File: config.mk
export PLATFORM = sky130hd
export DESIGN_NAME = imi_ctrl
export DESIGN_NICKNAME = d
export VERILOG_FILES = /design/src/rtl/core/imi_pkg.sv /design/src/rtl/core/imi_ctrl.sv
export SDC_FILE = /design/constraint.sdc
export NUM_CORES = 1
export LEC_CHECK = 0
export ABC_AREA = 1
export BUFFER_PORTS_ARGS = -buffer_cell sky130_fd_sc_hd__buf_2
export CORE_ASPECT_RATIO = 2
export CORE_MARGIN = 2
export CORE_UTILIZATION = 60
export CTS_BUF_LIST = sky130_fd_sc_hd__clkbuf_8
export CTS_CLUSTER_SIZE = 20
export DETAILED_ROUTE_END_ITERATION = 6
export GPL_TIMING_DRIVEN = 0
export PLACE_DENSITY = 0.93
export SLEW_MARGIN = 10
export SYNTH_ARGS = -nofsm -noshare
export SYNTH_HDL_FRONTEND = slang
export SYNTH_SLANG_ARGS = --single-unit
File: constraint.sdc
create_clock -name clk -period 2.16 [get_ports clk]
set_input_delay 0.432 -clock clk [delete_from_list [all_inputs] [get_ports clk]]
set_output_delay 0.432 -clock clk [all_outputs]
set_load 0.03 [all_outputs]
File: src/rtl/core/imi_pkg.sv
// Shared types, constants and the CORDIC arctangent table for the Ikeda map iterator.
// Depends on nothing; every other file of the block refers to it by scoped names.
package imi_pkg;

  localparam int FRAC_BITS    = 24;
  localparam int ANG_BITS     = 30;
  localparam int ANG_SHIFT    = ANG_BITS - FRAC_BITS;
  localparam int CORDIC_STEPS = 24;
  localparam int MAX_POINTS   = 64;
  localparam int NUM_W        = 32 + FRAC_BITS;  // dividend |d| << FRAC_BITS
  localparam int DEN_W        = 40;
  localparam int RED_W        = 40;
  localparam int RED_STEPS    = 7;               // 2*pi << 6 .. 2*pi << 0
  localparam int CW           = 34;              // CORDIC vector and angle width

  localparam logic signed [34:0] PI_A      = 35'sd3373259426;
  localparam logic signed [34:0] HALF_PI_A = 35'sd1686629713;
  localparam logic signed [34:0] TWO_PI_A  = 35'sd6746518852;
  localparam logic [RED_W-1:0]   TWO_PI_R  = 40'd6746518852;
  localparam logic signed [CW-1:0] CORDIC_K = 34'sh026DD3B6A;
  localparam logic signed [65:0] ROT_LIM   = 66'sd4294967295;
  localparam logic signed [65:0] INT_MAX_W = 66'sd2147483647;
  localparam logic signed [65:0] INT_MIN_W = -66'sd2147483648;

  // Configuration register indexes.
  localparam logic [2:0] REG_GAIN_B   = 3'd0;
  localparam logic [2:0] REG_OFFSET_C = 3'd1;
  localparam logic [2:0] REG_PHASE_D  = 3'd2;
  localparam logic [2:0] REG_WARMUP   = 3'd3;
  localparam logic [2:0] REG_POINTS   = 3'd4;

  localparam logic [31:0] GAIN_B_RST   = 32'd15099494;
  localparam logic [31:0] OFFSET_C_RST = 32'd6710886;
  localparam logic [31:0] PHASE_D_RST  = 32'd100663296;
  localparam logic [15:0] WARMUP_RST   = 16'd500;
  localparam logic [6:0]  POINTS_RST   = 7'd64;

  // Datapath operations.
  localparam logic [3:0] OP_NONE  = 4'd0;
  localparam logic [3:0] OP_LOAD  = 4'd1;
  localparam logic [3:0] OP_SQX   = 4'd2;
  localparam logic [3:0] OP_SQY   = 4'd3;
  localparam logic [3:0] OP_DIV   = 4'd4;
  localparam logic [3:0] OP_PHASE = 4'd5;
  localparam logic [3:0] OP_RED   = 4'd6;
  localparam logic [3:0] OP_FOLD  = 4'd7;
  localparam logic [3:0] OP_COR   = 4'd8;
  localparam logic [3:0] OP_ROT0  = 4'd9;
  localparam logic [3:0] OP_ROT1  = 4'd10;
  localparam logic [3:0] OP_ROT2  = 4'd11;
  localparam logic [3:0] OP_ROT3  = 4'd12;
  localparam logic [3:0] OP_NEWX  = 4'd13;
  localparam logic [3:0] OP_NEWY  = 4'd14;

  typedef struct packed {
    logic [3:0] op;
    logic [4:0] idx;
  } imi_cmd_t;

  typedef struct packed {
    logic emit;
    logic last;
  } imi_emit_t;

  function automatic logic [31:0] atan_val(input logic [4:0] i);
    logic [31:0] v;
    case (i)
      5'd0:  v = 32'h3243F6A8;
      5'd1:  v = 32'h1DAC6705;
      5'd2:  v = 32'h0FADBAFC;
      5'd3:  v = 32'h07F56EA6;
      5'd4:  v = 32'h03FEAB76;
      5'd5:  v = 32'h01FFD55B;
      5'd6:  v = 32'h00FFFAAA;
      5'd7:  v = 32'h007FFF55;
      5'd8:  v = 32'h003FFFEA;
      5'd9:  v = 32'h001FFFFD;
      5'd10: v = 32'h000FFFFF;
      5'd11: v = 32'h0007FFFF;
      5'd12: v = 32'h0003FFFF;
      5'd13: v = 32'h0001FFFF;
      5'd14: v = 32'h0000FFFF;
      5'd15: v = 32'h00007FFF;
      5'd16: v = 32'h00003FFF;
      5'd17: v = 32'h00001FFF;
      5'd18: v = 32'h00000FFF;
      5'd19: v = 32'h000007FF;
      5'd20: v = 32'h000003FF;
      5'd21: v = 32'h000001FF;
      5'd22: v = 32'h000000FF;
      5'd23: v = 32'h0000007F;
      5'd24: v = 32'h0000003F;
      5'd25: v = 32'h0000001F;
      5'd26: v = 32'h0000000F;
      5'd27: v = 32'h00000008;
      5'd28: v = 32'h00000004;
      5'd29: v = 32'h00000002;
      5'd30: v = 32'h00000001;
      default: v = 32'h00000000;
    endcase
    return v;
  endfunction

endpackage

File: src/rtl/core/imi_ctrl.sv
// Sequencer for the Ikeda map iterator: warm-up and emit counting, per-iteration steps.
// Depends on imi_pkg; drives imi_dp through imi_cmd_t.
module imi_ctrl (
  input  logic              clk,
  input  logic              rst_n,
  input  logic              in_valid,
  output logic              in_stall,
  input  logic [15:0]       warmup_steps,
  input  logic [6:0]        points_out,
  input  logic              out_free,
  output imi_pkg::imi_cmd_t cmd,
  output imi_pkg::imi_emit_t emit
);

  localparam logic [3:0] S_IDLE  = 4'd0;
  localparam logic [3:0] S_START = 4'd1;
  localparam logic [3:0] S_SQX   = 4'd2;
  localparam logic [3:0] S_SQY   = 4'd3;
  localparam logic [3:0] S_DIV   = 4'd4;
  localparam logic [3:0] S_PHASE = 4'd5;
  localparam logic [3:0] S_RED   = 4'd6;
  localparam logic [3:0] S_FOLD  = 4'd7;
  localparam logic [3:0] S_COR   = 4'd8;
  localparam logic [3:0] S_ROT0  = 4'd9;
  localparam logic [3:0] S_ROT1  = 4'd10;
  localparam logic [3:0] S_ROT2  = 4'd11;
  localparam logic [3:0] S_ROT3  = 4'd12;
  localparam logic [3:0] S_NEWX  = 4'd13;
  localparam logic [3:0] S_NEWY  = 4'd14;
  localparam logic [3:0] S_EMIT  = 4'd15;

  localparam logic [5:0] DIV_LAST = 6'(imi_pkg::NUM_W - 1);
  localparam logic [5:0] RED_LAST = 6'(imi_pkg::RED_STEPS - 1);
  localparam logic [5:0] COR_LAST = 6'(imi_pkg::CORDIC_STEPS - 1);
  localparam logic [6:0] MAXP     = 7'(imi_pkg::MAX_POINTS);

  logic [3:0]  state_r, state_nxt;
  logic [15:0] step_r, step_nxt;
  logic [6:0]  emit_r, emit_nxt;
  logic [5:0]  cnt_r, cnt_nxt;
  logic        emode_r, emode_nxt;
  logic [6:0]  npts;
  logic [5:0]  red_k;

  always_comb begin
    if (points_out == 7'd0) begin
      npts = 7'd1;
    end else if (points_out > MAXP) begin
      npts = MAXP;
    end else begin
      npts = points_out;
    end
  end

  assign red_k    = RED_LAST - cnt_r;
  assign in_stall = (state_r != S_IDLE);

  always_comb begin
    state_nxt = state_r;
    step_nxt  = step_r;
    emit_nxt  = emit_r;
    cnt_nxt   = cnt_r;
    emode_nxt = emode_r;
    cmd.op    = imi_pkg::OP_NONE;
    cmd.idx   = cnt_r[4:0];
    emit.emit = 1'b0;
    emit.last = ((emit_r + 7'd1) == npts);
    case (state_r)
      S_IDLE: begin
        if (in_valid) begin
          cmd.op    = imi_pkg::OP_LOAD;
          step_nxt  = 16'd0;
          emit_nxt  = 7'd0;
          state_nxt = S_START;
        end
      end
      S_START: begin
        cnt_nxt = 6'd0;
        if (step_r < warmup_steps) begin
          emode_nxt = 1'b0;
          state_nxt = S_SQX;
        end else if (emit_r < npts) begin
          emode_nxt = 1'b1;
          state_nxt = S_SQX;
        end else begin
          state_nxt = S_IDLE;
        end
      end
      S_SQX: begin
        cmd.op    = imi_pkg::OP_SQX;
        state_nxt = S_SQY;
      end
      S_SQY: begin
        cmd.op    = imi_pkg::OP_SQY;
        state_nxt = S_DIV;
      end
      S_DIV: begin
        cmd.op  = imi_pkg::OP_DIV;
        cnt_nxt = cnt_r + 6'd1;
        if (cnt_r == DIV_LAST) begin
          cnt_nxt   = 6'd0;
          state_nxt = S_PHASE;
        end
      end
      S_PHASE: begin
        cmd.op    = imi_pkg::OP_PHASE;
        state_nxt = S_RED;
      end
      S_RED: begin
        cmd.op  = imi_pkg::OP_RED;
        cmd.idx = red_k[4:0];
        cnt_nxt = cnt_r + 6'd1;
        if (cnt_r == RED_LAST) begin
          cnt_nxt   = 6'd0;
          state_nxt = S_FOLD;
        end
      end
      S_FOLD: begin
        cmd.op    = imi_pkg::OP_FOLD;
        state_nxt = S_COR;
      end
      S_COR: begin
        cmd.op  = imi_pkg::OP_COR;
        cnt_nxt = cnt_r + 6'd1;
        if (cnt_r == COR_LAST) begin
          cnt_nxt   = 6'd0;
          state_nxt = S_ROT0;
        end
      end
      S_ROT0: begin
        cmd.op    = imi_pkg::OP_ROT0;
        state_nxt = S_ROT1;
      end
      S_ROT1: begin
        cmd.op    = imi_pkg::OP_ROT1;
        state_nxt = S_ROT2;
      end
      S_ROT2: begin
        cmd.op    = imi_pkg::OP_ROT2;
        state_nxt = S_ROT3;
      end
      S_ROT3: begin
        cmd.op    = imi_pkg::OP_ROT3;
        state_nxt = S_NEWX;
      end
      S_NEWX: begin
        cmd.op    = imi_pkg::OP_NEWX;
        state_nxt = S_NEWY;
      end
      S_NEWY: begin
        cmd.op = imi_pkg::OP_NEWY;
        if (emode_r) begin
          state_nxt = S_EMIT;
        end else begin
          step_nxt  = step_r + 16'd1;
          state_nxt = S_START;
        end
      end
      S_EMIT: begin
        // The new x waits here until the output register can take it.
        if (out_free) begin
          emit.emit = 1'b1;
          emit_nxt  = emit_r + 7'd1;
          state_nxt = S_START;
        end
      end
      default: state_nxt = S_IDLE;
    endcase
  end

  always_ff @(posedge clk) begin
    if (!rst_n) begin
      state_r <= S_IDLE;
      step_r  <= 16'd0;
      emit_r  <= 7'd0;
      cnt_r   <= 6'd0;
      emode_r <= 1'b0;
    end else begin
      state_r <= state_nxt;
      step_r  <= step_nxt;
      emit_r  <= emit_nxt;
      cnt_r   <= cnt_nxt;
      emode_r <= emode_nxt;
    end
  end

endmodule

Word level (Yosys, flattened, before mapping)
Index checks and enable logic that the tools add are counted. Widths: inputs -> output; s select.

Flip-flop bits (word level): 34. Word-level logic and storage cells: 76.

Add/subtract/negate cells: 4. $lt $le $gt $ge: 3. Equal/unequal tests: 25. Multiplexer cells: 28. Reductions and logical operators: 11.

Operators with widths (number): $pmux 4 s16 (1); $pmux 4 s14 (1); $eq 4x4->1 const B (8); $mux 16 (2); $pmux 16 s2 (1); $mux 7 (4); $mux 4 (6); $pmux 6 s4 (1); $mux 6 (3); $add 16x1->16 const B (1); $eq 4x3->1 const B (4); $lt 16x16->1 (1); $pmux 7 s2 (1); $ne 2x2->1 const B (6); $eq 4x2->1 const B (2); $reduce_bool 4->1 (2); $add 7x1->7 const B (1); $eq 7x7->1 (1); $gt 7x7->1 const B (1); $logic_not 7->1 (1); $lt 7x7->1 (1); $add 6x1->6 const B (1); $eq 6x3->1 const B (1); $eq 6x5->1 const B (1); other kinds (11) (19).

Depth between registers and ports, before layout
Gate-level depths: netlist (run 1).

Depth after elaboration: 7. Mapped depth: 15. Depth with buffers taken out: 15.

Least setup slack after synthesis (run 1)
OpenSTA, ideal clock, no wires.

Kind: input -> output. Start: input port points_out[4]. End: output port emit[0] in the netlist's numbering. Data arrival time: 1.816 ns. Data required time: 1.728 ns. Slack: -0.088 ns. Stages: 11. Cells stage by stage: nor2_1 -> nand3_1 -> nand2_1 -> nand2_1 -> o21ai_0 -> ha_1 -> nor2_1 -> nand3_1 -> nor2_1 -> nand2_1 -> a21oi_1.

RTL lines: start, declared (line imi_ctrl.sv:9) `input logic [6:0] points_out,`; end, declared (line imi_ctrl.sv:12) `output imi_pkg::imi_emit_t emit`.

==> results.sh, run 1 <==
export IMPL_fin_nets=531
export IMPL_hold_violations=0
export IMPL_wl_um=7570
export IMPL_status="complete, but fails checks"
export IMPL_fin_ws_ns=-0.218
export IMPL_row_count=35
export IMPL_die_h_um=100
export IMPL_synthesis_area_mm2=0.00277
export IMPL_avgSynthCellArea_um2=6.48
export IMPL_synth_ff_type="dfxtp_1"
export IMPL_antenna_found_initial=0
export IMPL_holdPathStages=3
export IMPL_clk_pin_slew_ns=0.07
export IMPL_violations="negative setup slack"
export IMPL_ios=39
export IMPL_cts_sinks=34
export IMPL_synthTopCellsByArea="dfxtp_1 25%, nand2_1 15%, ha_1 12%"
export IMPL_cts_buffers=5
export IMPL_vias_per_cell=5.70
export IMPL_relSlewSlack=0.605
export IMPL_antenna_left=0
export IMPL_period_minus_slack_ns=2.38
export IMPL_ir_drop_mv=0.616
export IMPL_fin_setup_tns_ns=-0.218
export IMPL_r2r_cells=8
export IMPL_synth_cells=428
export IMPL_grt_max_degree=12
export IMPL_grt_total_usage=0.276
export IMPL_async_reset_ff_frac=0
export IMPL_htree_num_levels=2
export IMPL_tritoncts="yes"
export IMPL_ff2ff_setup_slack_ns=0.33
export IMPL_grt_first_pass_wirelength_um=11300
export IMPL_initial_core_util=0.615
export IMPL_insertion_delay_ns=0.29
export IMPL_synth_most_common_cell="nand2_1"
export IMPL_gr_total_overflow=0
export IMPL_holdPathEnd="emode_r"
export IMPL_dieWidth_um=52.1
export IMPL_worst_path_max_fanout=3
export IMPL_place_ws_ns=-0.199
export IMPL_critPathCaptureType="output port"
export IMPL_layout_worst_path_cycle_share=1.10
export IMPL_cap_violations=0
export IMPL_synth_seq_cells=34
export IMPL_fmax_mhz=421
export IMPL_finalMaxSlewViolations=0
export IMPL_hold_class="in -> reg"
export IMPL_firstDrtPassIters=6
export IMPL_rr_endpoint="cnt_r[5]"
export IMPL_area_growth_pct=19.4
export IMPL_skew_ns=0.0120
export IMPL_avgRoutedWirePerCell_um=14.2
export IMPL_reg2reg_from="state_r[0]"
export IMPL_tightest_slew_ns=0.590
export IMPL_synth_commonest_cells="108 x nand2_1, 72 x inv_1, 42 x a21oi_1, 34 x dfxtp_1, 33 x nor2_1"
export IMPL_worstPathRequired_ns=1.73
export IMPL_p_per_area_mw_per_mm2=616
export IMPL_hold_buffers=0
export IMPL_ys_warnings_count=0
export IMPL_clockBufferDepth=2
export IMPL_crit_type="reg -> out"
export IMPL_p_leak_nw=1.68
export IMPL_yosysSeqAreaShare=0.245
export IMPL_drive_above_1_share=0.207
export IMPL_yosysUniqueCellTypes=40
export IMPL_dpl_hpwl_um=4790
export IMPL_vias=3046
export IMPL_grt_pass1_vias=2644
export IMPL_cts_root_buf="clkbuf_8"
export IMPL_rsz0062_at_grt="true"
export IMPL_hold_start="rst_n"
export IMPL_cp_start_kind="flop"
export IMPL_cp_arrival_ns=1.95
export IMPL_routabilityCongestion=0.938
export IMPL_syn_num_nets=481
export IMPL_portBuffers=38
export IMPL_drt_iter0_drc=171
export IMPL_drc_errors=0
export IMPL_core_area_mm2=0.00451
export IMPL_setup_violations=1
export IMPL_post_route_util=0.734
export IMPL_holdWs_ns=0.448
export IMPL_synth_area_leader_cell="dfxtp_1"
export IMPL_antenna_cells=0
export IMPL_yosys_area_top_type_share=0.245
export IMPL_synth_edf_count=0
export IMPL_startpoint="emit_r[0]"
export IMPL_die_area_mm2=0.00522
## per-stage QoR
stage                     cells  instance area (um2)  total power [mW]
after floorplan             428                 2780              1.28
after global placement      521                 3040              1.47
after detailed placement    521                 3040              1.48
after CTS                   530                 3220              1.98
after global routing        534                 3310              2.14
final                       534                 3310              2.04
## worst max path at each step
stage	endpoint	depth (start not counted)
2_1_floorplan	emit[0]	11
6_report	emit[0]	11
4_1_cts	emit[0]	13
3_5_place_dp	emit[0]	13
3_3_place_gp	emit[0]	13
5_1_grt	emit[0]	13
## critical path, stage by stage, from the launching register on
cell and delay [ns]:
dfxtp_4 0.37, ha_4 0.15, nand3_2 0.11, nor2_2 0.12
nand2_1 0.09, xnor2_2 0.17, nand2_1 0.08, nand2_1 0.06
nor2_1 0.13, nand2_1 0.11, a21oi_2 0.15, buf_6 0.15
## repair_timing
| item | CTS | global route |
|---|---|---|
| hold endpoints to repair | 0 | 0 |
| cloned | 0 | 0 |
| gates resized for setup | 22 | 17 |
| pin swaps | 12 | 9 |
| setup buffers | 1 | 4 |
| setup endpoints to repair | 3 | 6 |
## registers in the layout (all words and copies together) (netlist names)
signal / cells
cnt_r: 6
emit_r: 7
emode_r: 1
state_r: 4
step_r: 16
## cell usage in the layout (no fill, tap or decap), types with 8 or more instances in the layout
master,Yosys,final
nand2_1,108,105
a21oi_1,42,41
nand4_1,12,12
nand3_1,15,12
inv_1,72,72
buf_2,0,30
o21ai_0,22,20
dfxtp_1,34,29
ha_1,26,25
nor2_4,4,8
nor2_1,33,27
## metal layers
metal,up-vias,global-route usage,wire (um),share of wire
met5,-,0,0,0
met4,0,0.123,306,0.040
met3,32,0.0506,519,0.069
met2,142,0.456,3710,0.49
met1,1378,0.340,3040,0.40
li1,1494,-,-,-
## area by class of cell
cell class              instances  area (um2)
clock inverters                 2        12.5
fillers                       347        1200
flip-flops and latches         34         692
well taps                      55        68.8
clock buffers                   6        82.6
plain buffers                   3        15.0
inverters                      77         290
repair buffers                 43         278
multi-input cells             314        1870
## report_power, final
part	leakage (nW)	switching, mW	internal, mW
logic	1.35	0.603	0.241
registers	0.278	0.0443	0.656
clock network	0.0472	0.240	0.256
total	1.68	0.888	1.15
## kinds of logic after synthesis
family / after synthesis / synth area share
xor gates and xnor gates: 11 / 0.0347
DFF: 34 / 0.245
AOI/OAI and AO/OA: 82 / 0.162
adders and majority gates: 26 / 0.117
and+or+nand+nor: 195 / 0.330
buffers and inverters: 80 / 0.110
Power figures use the tool's default switching activity.
==> inputs of run 2 (changes only) <==
--- a/config.mk
+++ b/config.mk
@@ -11,7 +11,7 @@
 export CORE_MARGIN = 2
 export CORE_UTILIZATION = 60
 export CTS_BUF_LIST = sky130_fd_sc_hd__clkbuf_8
-export CTS_CLUSTER_SIZE = 20
+export CTS_CLUSTER_SIZE = 28
 export DETAILED_ROUTE_END_ITERATION = 6
 export GPL_TIMING_DRIVEN = 0
 export PLACE_DENSITY = 0.93
==> constraint.sdc (replaced) <==
create_clock -name clk -period 2.16 [get_ports clk]
set_input_delay 0.432 -clock clk [delete_from_list [all_inputs] [get_ports clk]]
set_output_delay 0.432 -clock clk [all_outputs]
set_load 0.01 [all_outputs]
==> results.sh, run 2 (synthesis results as in run 1) <==
export IMPL_status="complete, but fails checks"
export IMPL_p_per_area_mw_per_mm2=621
export IMPL_critPathCaptureType="output port"
export IMPL_tightest_slew_ns=0.592
export IMPL_layout_worst_path_cycle_share=1.07
export IMPL_finalMaxSlewViolations=0
export IMPL_routabilityCongestion=0.943
export IMPL_relSlewSlack=0.604
export IMPL_rsz0062_at_grt="true"
export IMPL_total_power_mw=2.05
export IMPL_fin_ws_ns=-0.156
export IMPL_grt_max_degree=12
export IMPL_portBuffers=38
export IMPL_largest_reg_flops=16
export IMPL_vias=2961
export IMPL_hold_class="in -> reg"
export IMPL_dr_wl_met2_um=3610
export IMPL_antenna_found_initial=0
export IMPL_antenna_cells=0
export IMPL_die_area_mm2=0.00522
export IMPL_ios=39
export IMPL_core_area_mm2=0.00451
export IMPL_tritoncts="yes"
export IMPL_clk_pin_slew_ns=0.07
export IMPL_clockBufferDepth=2
export IMPL_grt_pass1_vias=2718
export IMPL_worstPathRequired_ns=1.73
export IMPL_m1WireLength_um=2880
export IMPL_cts_sinks=34
export IMPL_setup_violations=1
export IMPL_ir_drop_mv=0.585
export IMPL_cap_violations=0
export IMPL_cts_buffers=5
export IMPL_top_regs="step_r (16), emit_r (7), cnt_r (6)"
export IMPL_die_h_um=100
export IMPL_final_cell_mix="105 x nand2_1, 72 x inv_1, 39 x a21oi_1, 33 x buf_2, 31 x dfxtp_1"
export IMPL_vias_per_cell=5.56
export IMPL_antenna_left=0
export IMPL_worst_path_max_fanout=2
export IMPL_hold_violations=0
export IMPL_dieWidth_um=52.1
export IMPL_cp_arrival_ns=1.88
export IMPL_htree_num_levels=2
export IMPL_grt_total_usage=0.276
export IMPL_fin_setup_tns_ns=-0.156
export IMPL_firstDrtPassIters=5
export IMPL_fmax_mhz=432
export IMPL_final_common_cell="nand2_1"
export IMPL_wl_um=7210
export IMPL_p_leak_nw=1.67
export IMPL_violations="negative setup slack"
export IMPL_row_count=35
export IMPL_drc_errors=0
export IMPL_grt_first_pass_wirelength_um=11300
export IMPL_skew_ns=0.00768
export IMPL_drt_iter0_drc=130
export IMPL_crit_type="in -> out"
export IMPL_place_ws_ns=-0.121
export IMPL_top_layer_used="met4"
export IMPL_cp_start_kind="input pin"
export IMPL_gr_total_overflow=0
export IMPL_insertion_delay_ns=0.29
export IMPL_wl_met3_um=499
export IMPL_initial_core_util=0.615
export IMPL_dpl_hpwl_um=4880
export IMPL_cts_root_buf="clkbuf_8"
export IMPL_avgRoutedWirePerCell_um=13.5
export IMPL_top_register="step_r"
export IMPL_period_minus_slack_ns=2.32
export IMPL_area_growth_pct=18.8
export IMPL_fin_nets=530
export IMPL_hold_buffers=0
export IMPL_drive_above_1_share=0.197
export IMPL_post_route_util=0.731
-- run 2: critical path: stages --
cell	delay, ns
buf_2	0.13
nor2_4	0.08
nand3_2	0.12
nand2_2	0.09
nand2_2	0.06
o21ai_2	0.07
ha_1	0.26
nor2_2	0.12
nand3_1	0.08
nor2_1	0.11
nand2_1	0.08
a21oi_2	0.10
buf_2	0.14
-- run 2: path summary, 6_finish.rpt --
check / start / slack (ns) / depth (start not counted) / endpoint
max: points_out[2] / -0.16 / 13 / emit[0]
min: rst_n / 0.43 / 3 / emode_r
max reg2reg: state_r[1] / 0.32 / 10 / state_r[2]
min reg2reg: cnt_r[4] / 0.50 / 2 / cnt_r[4]
-- run 2: cell type report --
class                   count  area [um2]
clock buffers               5        68.8
clock inverters             3        40.0
inverters                  77         290
repair buffers             42         255
well taps                  55        68.8
flip-flops and latches     34         689
fillers                   352        1210
multi-input cells         314        1870
plain buffers               3        15.0
-- run 2: metrics by stage --
| step | hold WS, ns | instance area, um2 | instances |
|---|---|---|---|
| after floorplan | 0.458 | 2770 | 428 |
| after global placement | 0.474 | 3030 | 521 |
| after detailed placement | 0.481 | 3030 | 521 |
| after CTS | 0.432 | 3230 | 532 |
| after global routing | 0.453 | 3300 | 533 |
| final | 0.434 | 3300 | 533 |
-- run 2: repair_timing --
item | CTS | global route
gates resized for setup | 16 | 16
setup endpoints to repair | 1 | 7
pin swaps | 11 | 8
setup buffers | 3 | 1
-- run 2: report_power, final --
group          switching [mW]  internal [mW]
Clock                   0.239          0.339
Combinational           0.528          0.243
Sequential             0.0431          0.655
Total                   0.810           1.24
-- run 2: routing by layer --
metal,vias up,global-route usage
met5,-,0
met4,0,0.107
met3,23,0.0506
met2,121,0.471
met1,1325,0.331
li1,1492,-
==> inputs of run 3 (changes only) <==
--- a/config.mk
+++ b/config.mk
@@ -7,7 +7,6 @@
 export LEC_CHECK = 0
 export ABC_AREA = 1
 export BUFFER_PORTS_ARGS = -buffer_cell sky130_fd_sc_hd__buf_2
-export CORE_ASPECT_RATIO = 2
 export CORE_MARGIN = 2
 export CORE_UTILIZATION = 60
 export CTS_BUF_LIST = sky130_fd_sc_hd__clkbuf_8
==> results.sh, run 3 (synthesis results as in run 1) <==
export IMPL_skew_ns=0.00808
export IMPL_antenna_found_initial=0
export IMPL_worstPathRequired_ns=1.73
export IMPL_routabilityCongestion=0.948
export IMPL_fin_setup_tns_ns=-0.124
export IMPL_area_growth_pct=18.0
export IMPL_portBuffers=38
export IMPL_grt_pass1_vias=2683
export IMPL_p_leak_nw=1.68
export IMPL_multiInputGateArea_mm2=0.00186
export IMPL_ir_drop_mv=0.643
export IMPL_tightest_slew_ns=0.546
export IMPL_cp_start_kind="input pin"
export IMPL_clockBufferDepth=2
export IMPL_cts_buffers=5
export IMPL_antenna_left=0
export IMPL_p_per_area_mw_per_mm2=592
export IMPL_hold_buffers=0
export IMPL_holdWs_ns=0.425
export IMPL_relSlewSlack=0.636
export IMPL_crit_type="in -> out"
export IMPL_hold_violations=0
export IMPL_violations="negative setup slack"
export IMPL_gr_total_overflow=0
export IMPL_critPathCaptureType="output port"
export IMPL_dieWidth_um=72.0
export IMPL_setup_violations=1
export IMPL_avgRoutedWirePerCell_um=12.6
export IMPL_cp_arrival_ns=1.85
export IMPL_antenna_cells=0
export IMPL_top_regs="step_r (16), emit_r (7), cnt_r (6)"
export IMPL_ff2ff_setup_slack_ns=0.37
export IMPL_fmax_mhz=438
export IMPL_die_h_um=72.0
export IMPL_grt_total_usage=0.265
export IMPL_finalMaxSlewViolations=0
export IMPL_initial_core_util=0.628
export IMPL_n_fill_cell=341
export IMPL_final_common_cell="nand2_1"
export IMPL_drt_iter0_drc=189
export IMPL_fin_ws_ns=-0.124
export IMPL_drc_errors=0
export IMPL_die_area_mm2=0.00518
export IMPL_seq_area_um2=691
export IMPL_insertion_delay_ns=0.29
export IMPL_drive_above_1_share=0.190
export IMPL_ios=39
export IMPL_period_minus_slack_ns=2.28
export IMPL_hold_class="in -> reg"
export IMPL_vias=2893
export IMPL_worst_path_max_fanout=2
export IMPL_status="complete, but fails checks"
export IMPL_fin_nets=530
export IMPL_row_count=24
export IMPL_htree_num_levels=2
export IMPL_grt_first_pass_wirelength_um=11200
export IMPL_top_register="step_r"
export IMPL_core_area_mm2=0.00441
export IMPL_wl_um=6650
export IMPL_clk_pin_slew_ns=0.07
export IMPL_layout_worst_path_cycle_share=1.06
export IMPL_cts_sinks=34
export IMPL_grt_max_degree=11
export IMPL_cap_violations=0
export IMPL_tritoncts="yes"
export IMPL_firstDrtPassIters=5
export IMPL_cts_root_buf="clkbuf_8"
export IMPL_final_cell_mix="106 x nand2_1, 73 x inv_1, 42 x a21oi_1, 32 x buf_2, 30 x dfxtp_1"
export IMPL_dpl_hpwl_um=4710
export IMPL_vias_per_cell=5.46
export IMPL_rsz0062_at_grt="true"
export IMPL_largest_reg_flops=16
[run 3: worst paths after layout]
path,from,endpoint,depth (start not counted)
setup / recovery,points_out[0],emit[0],13
hold / removal,rst_n,emode_r,3
setup reg to reg,state_r[3],step_r[4],10
hold reg to reg,cnt_r[4],cnt_r[4],2
[run 3: where the power goes]
part           switching, mW  internal [mW]
Combinational          0.505          0.238
Clock                  0.247          0.253
Sequential            0.0396          0.656
Total                  0.792           1.15
[run 3: layer usage]
metal	up-vias	part of all wire	track usage
met5	-	0	0
met4	0	0.020	0.0839
met3	14	0.038	0.0361
met2	73	0.50	0.468
met1	1320	0.44	0.333
li1	1486	-	-
[run 3: layout make-up]
class / instances / share of cell area
Inverter: 77 / 0.0887
Clock inverter: 2 / 0.00267
Clock buffer: 6 / 0.0252
Buffer: 3 / 0.00459
Multi-Input combinational cell: 314 / 0.568
Tap cell: 52 / 0.0199
Timing Repair Buffer: 42 / 0.0799
Sequential cell: 34 / 0.211
[run 3: critical path, cell delays in order]
cell     delay [ns]
buf_6          0.10
nor2_4         0.10
nand3_2        0.11
nand2_2        0.09
nand2_1        0.06
o21ai_1        0.09
ha_1           0.25
nor2_1         0.13
nand3_1        0.10
nor2_1         0.10
nand2_1        0.05
a21oi_1        0.10
buf_2          0.14
[run 3: timing repair]
| item | CTS | global route |
|---|---|---|
| pin swaps | 12 | 9 |
| endpoints found under the hold margin | 0 | 0 |
| buffers inserted | 3 | 1 |
| endpoints found under the setup margin | 1 | 6 |
| resized for setup | 18 | 14 |
[run 3: metrics by stage]
stage,worst slack [ns],cells,power [mW],util,area (um2)
finish,-0.124,530,1.94,0.742,3270
global route,-0.225,530,2.06,0.742,3270
CTS,-0.0684,529,1.90,0.729,3220
detailed placement,-0.132,518,1.40,0.686,3030
global placement,-0.0964,518,1.38,0.686,3030
floorplan,0.194,428,1.20,-,2770
